[src/rrs_pkg.sv]
// Shared types and constants for the rolling regression slope unit.
// No dependencies.
package rrs_pkg;

   localparam int WINDOW_MAX  = 32;
   localparam int SAMPLE_W    = 32;
   localparam int LEN_W       = 6;
   localparam int CNT_W       = $clog2(WINDOW_MAX);
   localparam int FILL_W      = $clog2(WINDOW_MAX + 1);
   localparam int WEIGHT_W    = 8;
   localparam int PROD_W      = SAMPLE_W + WEIGHT_W;
   localparam int ACC_W       = 42;
   localparam int MAG_W       = ACC_W - 1;
   localparam int NSQ_W       = 11;
   localparam int DEN_W       = 15;
   localparam int DIVISOR_W   = DEN_W + 1;
   localparam int DIVIDEND_W  = MAG_W + 4;
   localparam int DIV_STEP_W  = $clog2(DIVIDEND_W + 1);

   localparam logic [LEN_W-1:0] LEN_MIN   = LEN_W'(2);
   localparam logic [LEN_W-1:0] LEN_MAX   = LEN_W'(WINDOW_MAX);
   localparam logic [LEN_W-1:0] LEN_RESET = LEN_W'(14);

   typedef logic signed [SAMPLE_W-1:0] sample_type;

   typedef struct packed {
      logic shift;
      logic rotate;
   } cell_ctrl_type;

endpackage

[src/rrs_cell.sv]
// One stage of the sample chain: holds one sample, loads from its upstream
// neighbor on a shift and from its downstream neighbor on a rotate.
// Depends on rrs_pkg.
module rrs_cell import rrs_pkg::*; (
   input  logic          clock,
   input  cell_ctrl_type ctrl,
   input  sample_type    left_data,
   input  sample_type    right_data,
   output sample_type    data
);

   sample_type data_ff;
   sample_type data_in;

   always_comb begin
      if (ctrl.shift) begin
         data_in = left_data;
      end else if (ctrl.rotate) begin
         data_in = right_data;
      end else begin
         data_in = data_ff;
      end
   end

   always_ff @(posedge clock) begin
      data_ff <= data_in;
   end

   assign data = data_ff;

endmodule

[src/rrs_div.sv]
// Restoring unsigned divider, one quotient bit per cycle.
// Depends on rrs_pkg.
module rrs_div import rrs_pkg::*; (
   input  logic                  clock,
   input  logic                  reset,
   input  logic                  start,
   input  logic [DIVIDEND_W-1:0] dividend,
   input  logic [DIVISOR_W-1:0]  divisor,
   output logic                  done,
   output logic [DIVIDEND_W-1:0] quotient
);

   logic                  busy_ff, busy_in;
   logic                  done_ff, done_in;
   logic [DIV_STEP_W-1:0] step_ff, step_in;
   logic [DIVIDEND_W-1:0] quo_ff, quo_in;
   logic [DIVISOR_W-1:0]  rem_ff, rem_in;
   logic [DIVISOR_W-1:0]  dsr_ff, dsr_in;
   logic [DIVISOR_W:0]    rem_sh;
   logic [DIVISOR_W:0]    diff;

   assign rem_sh = {rem_ff, quo_ff[DIVIDEND_W-1]};
   assign diff   = rem_sh - {1'b0, dsr_ff};

   always_comb begin
      busy_in = busy_ff;
      done_in = 1'b0;
      step_in = step_ff;
      quo_in  = quo_ff;
      rem_in  = rem_ff;
      dsr_in  = dsr_ff;
      if (start) begin
         busy_in = 1'b1;
         step_in = DIV_STEP_W'(DIVIDEND_W - 1);
         quo_in  = dividend;
         rem_in  = '0;
         dsr_in  = divisor;
      end else if (busy_ff) begin
         if (!diff[DIVISOR_W]) begin
            rem_in = diff[DIVISOR_W-1:0];
            quo_in = {quo_ff[DIVIDEND_W-2:0], 1'b1};
         end else begin
            rem_in = rem_sh[DIVISOR_W-1:0];
            quo_in = {quo_ff[DIVIDEND_W-2:0], 1'b0};
         end
         step_in = step_ff - DIV_STEP_W'(1);
         if (step_ff == '0) begin
            busy_in = 1'b0;
            done_in = 1'b1;
         end
      end
   end

   always_ff @(posedge clock) begin
      if (reset) begin
         busy_ff <= 1'b0;
         done_ff <= 1'b0;
      end else begin
         busy_ff <= busy_in;
         done_ff <= done_in;
      end
      step_ff <= step_in;
      quo_ff  <= quo_in;
      rem_ff  <= rem_in;
      dsr_ff  <= dsr_in;
   end

   assign done     = done_ff;
   assign quotient = quo_ff;

endmodule

[src/rolling_regression_slope_unit.sv]
// Rolling least-squares slope over the newest N Q16.16 samples of a series.
// Depends on rrs_pkg, rrs_cell, rrs_div.
//
// Usage:
//   req_* carries one sample per transfer (value, valid flag, series start);
//   rsp_* returns exactly one result per sample (slope, slope valid flag).
//   csr_* writes the window length N (2..32, values outside are clamped);
//   write it only while no sample is in flight. csr_ready is always high.
// Timing:
//   One sample is processed at a time; req_stall is high while it is.
//   A sample that gives no slope (leading invalid or window not yet full)
//   is offered on rsp after passing through S_EMIT. A slope takes 32
//   rotation steps of the sample chain feeding one multiply-accumulate,
//   S_PREP1 and S_PREP2, a 45-step bit-serial rounding divider and S_EMIT.
// Reset:
//   Clears the series state, sets N to 14 and empties the output register.
// Stall:
//   The result waits in the output register under rsp_stall; the next
//   sample is still taken and processed, and waits in turn for the register.
module rolling_regression_slope_unit import rrs_pkg::*; (
   input  logic                 clock,
   input  logic                 reset,
   input  logic                 req_valid,
   output logic                 req_stall,
   input  logic signed [31:0]   req_sample_value,
   input  logic                 req_sample_valid,
   input  logic                 req_series_start,
   output logic                 rsp_valid,
   input  logic                 rsp_stall,
   output logic signed [31:0]   rsp_slope_value,
   output logic                 rsp_slope_valid,
   input  logic                 csr_valid,
   output logic                 csr_ready,
   input  logic [LEN_W-1:0]     csr_window_length
);

   localparam logic [2:0] S_IDLE  = 3'd0;
   localparam logic [2:0] S_ROT   = 3'd1;
   localparam logic [2:0] S_PREP1 = 3'd2;
   localparam logic [2:0] S_PREP2 = 3'd3;
   localparam logic [2:0] S_DIV   = 3'd4;
   localparam logic [2:0] S_EMIT  = 3'd5;

   localparam logic [CNT_W-1:0]      ROT_LAST = CNT_W'(WINDOW_MAX - 1);
   localparam logic [FILL_W-1:0]     FILL_MAX = FILL_W'(WINDOW_MAX);
   localparam logic [DIVIDEND_W-1:0] SAT_MAG  = DIVIDEND_W'(64'h8000_0000);
   localparam logic [31:0]           POS_MAX  = 32'h7FFF_FFFF;

   logic [2:0]        state_ff, state_in;
   logic [LEN_W-1:0]  win_len_ff, win_len_in;
   logic [FILL_W-1:0] filled_ff, filled_in;
   logic              seen_ff, seen_in;
   logic [LEN_W-1:0]  n_ff, n_in;
   logic [NSQ_W-1:0]  nsq_ff, nsq_in;
   logic [DEN_W-1:0]  den_ff, den_in;
   logic [CNT_W-1:0]  rot_cnt_ff, rot_cnt_in;
   logic signed [ACC_W-1:0] acc_ff, acc_in;
   logic              neg_ff, neg_in;
   logic [MAG_W-1:0]  mag_ff, mag_in;
   logic [31:0]       res_value_ff, res_value_in;
   logic              res_valid_ff, res_valid_in;
   logic [31:0]       rsp_value_ff, rsp_value_in;
   logic              rsp_sv_ff, rsp_sv_in;
   logic              rsp_valid_ff, rsp_valid_in;

   logic              accept;
   logic              out_free;
   logic [FILL_W-1:0] filled_eff;
   logic [FILL_W-1:0] filled_next;
   logic              seen_eff;
   logic [LEN_W-1:0]  n_clamped;
   logic              store;
   logic signed [WEIGHT_W-1:0] weight;
   logic signed [PROD_W-1:0]   prod;
   logic [ACC_W-1:0]  acc_abs;
   logic [2*LEN_W-1:0]       nsq_full;
   logic [LEN_W+NSQ_W-1:0]   den_full;
   logic              div_start;
   logic [DIVIDEND_W-1:0] div_dividend;
   logic [DIVISOR_W-1:0]  div_divisor;
   logic              div_done;
   logic [DIVIDEND_W-1:0] div_quotient;
   logic [31:0]       q_sat;

   cell_ctrl_type     cell_ctrl;
   sample_type        win_data  [WINDOW_MAX];
   sample_type        left_bus  [WINDOW_MAX];
   sample_type        right_bus [WINDOW_MAX];

   // sample chain
   for (genvar i = 0; i < WINDOW_MAX; i++) begin : g_cell
      if (i == 0) begin : g_head
         assign left_bus[i] = req_sample_value;
      end else begin : g_body
         assign left_bus[i] = win_data[i-1];
      end
      assign right_bus[i] = win_data[(i + 1) % WINDOW_MAX];

      rrs_cell u_cell (
         .clock      (clock),
         .ctrl       (cell_ctrl),
         .left_data  (left_bus[i]),
         .right_data (right_bus[i]),
         .data       (win_data[i])
      );
   end

   rrs_div u_div (
      .clock    (clock),
      .reset    (reset),
      .start    (div_start),
      .dividend (div_dividend),
      .divisor  (div_divisor),
      .done     (div_done),
      .quotient (div_quotient)
   );

   assign req_stall = (state_ff != S_IDLE);
   assign accept    = req_valid && !req_stall;
   assign out_free  = !rsp_valid_ff || !rsp_stall;
   assign csr_ready = 1'b1;

   assign filled_eff  = req_series_start ? '0 : filled_ff;
   assign seen_eff    = req_series_start ? 1'b0 : seen_ff;
   assign store       = req_sample_valid || seen_eff;
   assign filled_next = (filled_eff < FILL_MAX) ? filled_eff + FILL_W'(1) : filled_eff;

   always_comb begin
      if (win_len_ff < LEN_MIN) begin
         n_clamped = LEN_MIN;
      end else if (win_len_ff > LEN_MAX) begin
         n_clamped = LEN_MAX;
      end else begin
         n_clamped = win_len_ff;
      end
   end

   assign cell_ctrl.shift  = accept && store;
   assign cell_ctrl.rotate = (state_ff == S_ROT);

   // weight of the sample at chain head: N-1-2j
   assign weight   = WEIGHT_W'(n_ff) - WEIGHT_W'(1) - (WEIGHT_W'(rot_cnt_ff) << 1);
   assign prod     = win_data[0] * weight;
   assign nsq_full = n_clamped * n_clamped;
   assign den_full = n_ff * (nsq_ff - NSQ_W'(1));
   assign acc_abs  = acc_ff[ACC_W-1] ? ACC_W'(-acc_ff) : ACC_W'(acc_ff);

   // rounding: (2*6*|acc| + den) / (2*den)
   assign div_start    = (state_ff == S_PREP2);
   assign div_dividend = {1'b0, mag_ff, 3'b000} + {2'b00, mag_ff, 2'b00}
                         + DIVIDEND_W'(den_ff);
   assign div_divisor  = {den_ff, 1'b0};

   assign q_sat = (div_quotient > SAT_MAG) ? SAT_MAG[31:0] : div_quotient[31:0];

   always_comb begin
      state_in     = state_ff;
      win_len_in   = win_len_ff;
      filled_in    = filled_ff;
      seen_in      = seen_ff;
      n_in         = n_ff;
      nsq_in       = nsq_ff;
      den_in       = den_ff;
      rot_cnt_in   = rot_cnt_ff;
      acc_in       = acc_ff;
      neg_in       = neg_ff;
      mag_in       = mag_ff;
      res_value_in = res_value_ff;
      res_valid_in = res_valid_ff;
      rsp_value_in = rsp_value_ff;
      rsp_sv_in    = rsp_sv_ff;
      rsp_valid_in = rsp_valid_ff && rsp_stall;

      if (csr_valid && csr_ready) begin
         win_len_in = csr_window_length;
      end

      case (state_ff)
         S_IDLE: begin
            if (accept) begin
               filled_in    = filled_eff;
               seen_in      = seen_eff;
               res_value_in = '0;
               res_valid_in = 1'b0;
               state_in     = S_EMIT;
               if (store) begin
                  filled_in  = filled_next;
                  seen_in    = 1'b1;
                  n_in       = n_clamped;
                  nsq_in     = nsq_full[NSQ_W-1:0];
                  rot_cnt_in = '0;
                  acc_in     = '0;
                  if (filled_next >= FILL_W'(n_clamped)) begin
                     state_in = S_ROT;
                  end
               end
            end
         end
         S_ROT: begin
            if (LEN_W'(rot_cnt_ff) < n_ff) begin
               acc_in = acc_ff + {{(ACC_W-PROD_W){prod[PROD_W-1]}}, prod};
            end
            if (rot_cnt_ff == '0) begin
               den_in = den_full[DEN_W-1:0];
            end
            rot_cnt_in = rot_cnt_ff + CNT_W'(1);
            if (rot_cnt_ff == ROT_LAST) begin
               state_in = S_PREP1;
            end
         end
         S_PREP1: begin
            neg_in   = acc_ff[ACC_W-1];
            mag_in   = acc_abs[MAG_W-1:0];
            state_in = S_PREP2;
         end
         S_PREP2: begin
            state_in = S_DIV;
         end
         S_DIV: begin
            if (div_done) begin
               res_valid_in = 1'b1;
               if (neg_ff) begin
                  res_value_in = -q_sat;
               end else if (q_sat > POS_MAX) begin
                  res_value_in = POS_MAX;
               end else begin
                  res_value_in = q_sat;
               end
               state_in = S_EMIT;
            end
         end
         S_EMIT: begin
            if (out_free) begin
               rsp_value_in = res_value_ff;
               rsp_sv_in    = res_valid_ff;
               rsp_valid_in = 1'b1;
               state_in     = S_IDLE;
            end
         end
         default: begin
            state_in = S_IDLE;
         end
      endcase
   end

   always_ff @(posedge clock) begin
      if (reset) begin
         state_ff     <= S_IDLE;
         win_len_ff   <= LEN_RESET;
         filled_ff    <= '0;
         seen_ff      <= 1'b0;
         rsp_valid_ff <= 1'b0;
      end else begin
         state_ff     <= state_in;
         win_len_ff   <= win_len_in;
         filled_ff    <= filled_in;
         seen_ff      <= seen_in;
         rsp_valid_ff <= rsp_valid_in;
      end
      n_ff         <= n_in;
      nsq_ff       <= nsq_in;
      den_ff       <= den_in;
      rot_cnt_ff   <= rot_cnt_in;
      acc_ff       <= acc_in;
      neg_ff       <= neg_in;
      mag_ff       <= mag_in;
      res_value_ff <= res_value_in;
      res_valid_ff <= res_valid_in;
      rsp_value_ff <= rsp_value_in;
      rsp_sv_ff    <= rsp_sv_in;
   end

   assign rsp_valid       = rsp_valid_ff;
   assign rsp_slope_value = rsp_value_ff;
   assign rsp_slope_valid = rsp_sv_ff;

   a_fill_needs_seen: assert property (@(posedge clock) disable iff (reset)
      !seen_ff |-> filled_ff == '0)
      else $error("samples held before first valid sample");

   a_rot_exit: assert property (@(posedge clock) disable iff (reset)
      (state_ff == S_ROT && rot_cnt_ff == ROT_LAST) |=> state_ff == S_PREP1)
      else $error("chain rotation did not complete in one pass");

   a_div_done_state: assert property (@(posedge clock) disable iff (reset)
      div_done |-> state_ff == S_DIV)
      else $error("divider finished outside the divide phase");

   a_rsp_load: assert property (@(posedge clock) disable iff (reset)
      $rose(rsp_valid_ff) |-> $past(state_ff) == S_EMIT)
      else $error("output register loaded without a pending result");

endmodule
[config.mk]
export PLATFORM = sky130hd
export DESIGN_NAME = rolling_regression_slope_unit
export DESIGN_NICKNAME = d
export VERILOG_FILES = /design/src/rrs_pkg.sv /design/src/rrs_cell.sv /design/src/rrs_div.sv /design/src/rolling_regression_slope_unit.sv
export SDC_FILE = /design/constraint.sdc
export NUM_CORES = 2
export LEC_CHECK = 0
export BUFFER_PORTS_ARGS = -buffer_cell sky130_fd_sc_hd__buf_2
export CAP_MARGIN = 10
export CORE_ASPECT_RATIO = 2
export CORE_UTILIZATION = 60
export CTS_CLUSTER_DIAMETER = 80
export DETAILED_ROUTE_END_ITERATION = 10
export PLACE_DENSITY = 0.82
export SLEW_MARGIN = 40
export SYNTH_ARGS = -nofsm -noshare
export SYNTH_HDL_FRONTEND = slang
export SYNTH_HIERARCHICAL = 1
export SYNTH_SLANG_ARGS = --single-unit
[constraint.sdc]
create_clock -name clock -period 29.7 [get_ports clock]
set_input_delay 2.97 -clock clock [delete_from_list [all_inputs] [get_ports clock]]
set_output_delay 2.97 -clock clock [all_outputs]
set_load 0.03 [all_outputs]
==> metrics.md <==
| Metric | Value |
|---|---|
| GR Util All Layers | `0.295` |
| Synth cell types | `87` |
| Max stage delay on crit path | `about 0.56 ns` |
| Most Crowded Layer GR | `met2` |
| Post-cts sizing count | `0` |
| Clock Tree Buf Depth | `3` |
| EDFF count, synth | `roughly 1300` |
| RSZ-0062 raised after global routing | `no` |
| DP Wirelength | `134 mm` |
| Vias per cell | `6.16` |
| # IOs | `between 80 and 90` |
| Starting Density | `0.606` |
| Post-synth ARST share | `0` |
| Initial antenna violation count | `15` |
| Critical path's slowest cell | `a21oi_1` |
| Mapped cell area | `0.0780 sq mm` |
| Sinks on Clock Net | `around 1300` |
| Commonest non-fill, non-tap cell in the layout | `edfxtp_1` |
| CP required | `between 30 and 40 ns` |
| Cts hold-fix bufs | `0` |
| 1st-pass router iterations | `6` |
| First-pass GRT wire length | `291 mm` |
| Routed len/inst | `27.1 microns` |
| Grt met1 use | `0.302` |
| CTS tree | `yes` |
| Grt ovf | `0` |
| Die outline area | `0.131 sq mm` |
| Row count | `186` |
| Layout net count | `between 5000 and 6000` |
| Setup Crit Path Kind | `flip-flop to flip-flop` |
| Area growth syn-to-layout | `6.13%` |
| Post CTS Setup Buffer Count | `0` |
| Yosys warnings | `6` |
| Global placement routability congestion | `slightly above 0.9` |
| Worst slew pin tran | `0.911 ns` |
| Final setup viols | `0` |
| CTS Buf Count | `112` |
| Slew headroom | `0.393` |
| Met2 GRT Util | `0.541` |
| Die Y | `512 microns` |
| Worst setup margin | `18.57 ns` |
| Status | `finished clean` |
| Final worst path period share | `0.375` |
| Antenna Nets Post-Route | `0` |
| Layout cells sized above 1 | `0.274` |
| Root Buffer | `clkbuf_16` |
| Max-slew violation count | `0` |
| Worst setup EP type | `flip-flop` |
| Critical path launch point type | `flip-flop` |
| H-Tree Depth | `3` |
| CP arrival | `11.57 ns` |
| Core ar. | `around 0.13 sq mm` |
| Vias in the first global route | `46700` |
| Die W | `roughly 260 microns` |
| Final min period | `11.13 ns` |
| Min-Delay Path Class | `flip-flop to flip-flop` |
| Latest clock arrival within the worst-skew pair | `roughly 0.80 ns` |
| Pre-CTS setup slack | `18.70 ns` |
| Setup tns final | `0 ns` |
| Met3 Use GR | `0.0318` |
| Final-report hold violation count | `0` |
| Clk_skew | `0.106 ns` |
| Initial DRC Count | `approximately 3500` |
| Most frequent cells in the layout | `edfxtp_1, mux2_4, inv_1, ha_1, fa_1` |
| DRC | `0` |
| Register area share after synthesis | `0.499` |
| Peak Freq | `0.0898 GHz` |
| Final wirelength | `193 mm` |
| Delay-heaviest family, CP | `compound AO/OA/AOI/OAI gates` |
| Synthesized netlist cell count | `5260` |
| Largest net degree at the start of global routing | `115` |
| Top FF cell, synth | `edfxtp_1` |
| Max FO, Critical Path | `49` |
| Max cap viols | `0` |
| Clock Pin Slew Worst Setup and Hold Paths | `0.08 ns` |
| CP bufs+invs | `6` |
| Post-Syn Area per Cell | `about 15 sq um` |
| Port-buffer cells | `just under 80` |
| #FFs+latches synth | `around 1300` |
| Total number of vias | `roughly 44000` |
through the flow:
step	std cells	instance area [sq um]	utilization	hold WS (ns)
finish	7129	82700	0.643	0.378
detailed placement	6908	78800	0.613	0.407
global placement	6897	78600	0.611	0.401
CTS	7120	82700	0.643	0.384
floorplan	5268	78000	-	0.400
global route	7122	82700	0.643	0.404
registers in the layout, indices dropped and copies added (netlist names), 16 cells and up:
signal,cells
res_value_ff,32
u_div/rem_ff,16
g_cell.u_cell/data,1024
u_div/quotient,45
rsp_slope_value,32
acc_ff,42
u_div/dsr_ff,16
mag_ff,41
layout make-up:
| class | instances | area (sq um) |
|---|---|---|
| Clock buffer | 122 | 2840 |
| Fill cell | 8759 | 46000 |
| Antenna cell | 8 | 20.0 |
| Sequential cell | 1310 | 38900 |
| Clock inverter | 90 | 1000 |
| Multi-Input combinational cell | 3352 | 35100 |
| Tap cell | 1692 | 2120 |
| Inverter | 388 | 1460 |
| Timing Repair Buffer | 167 | 1290 |
logic make-up after synthesis:
logic type	after synthesis	synth area share
other	2	0.0000963
multiplexers	1084	0.201
adder cells (fa/ha/maj)	535	0.111
AO/OA/AOI/OAI	563	0.0476
AND/OR/NAND/NOR	934	0.0628
flip-flops	1310	0.499
XOR/XNOR	226	0.0254
buffers and inverters	606	0.0526
Yosys cell counts (41+ instances only):
master    number  area, sq um
fa_1         262         5250
buf_12        96         1920
inv_1        388         1460
nor2_1       216          811
nand2_1      159          597
xor2_1        65          569
mux2_2       142         1600
nor3_1        47          235
dfxtp_1       41          821
a21o_1        79          593
nor2b_1      135          845
clkbuf_1      78          293
edfxtp_1    1269        38100
o21ai_0       99          495
xnor2_1      161         1410
a21oi_1      165          826
ha_1         273         3420
and2_1       140          876
mux2_4       928        13900
worst reg2reg max path, delay by kind of cell, from the launching register on:
| kind | cells | cell delay [ns] |
|---|---|---|
| AO/OA/AOI/OAI | 15 | 4.27 |
| XOR/XNOR | 4 | 0.73 |
| AND/OR/NAND/NOR | 7 | 1.16 |
| flip-flops | 1 | 0.33 |
| adder cells (fa/ha/maj) | 8 | 3.31 |
| buffers and inverters | 6 | 0.98 |
layer usage:
metal | part of all wire | wire, microns
met5 | 0.00031 | 60
met1 | 0.33 | 63800
met2 | 0.53 | 103000
met4 | 0.093 | 18000
met3 | 0.043 | 8290
path summary, 6_finish.rpt:
path,startpoint,end,slack (ns),cells past startpoint
worst min register to register,res_value_ff[0],rsp_slope_value[0],0.38,0
worst max-delay path,n_ff[0],acc_ff[40],18.57,40
worst max register to register,n_ff[0],acc_ff[40],18.57,40
worst min-delay path,res_value_ff[0],rsp_slope_value[0],0.38,0
Power is not shown: default switching activity piles up to over one toggle a cycle in this logic, so the estimate is an artifact.
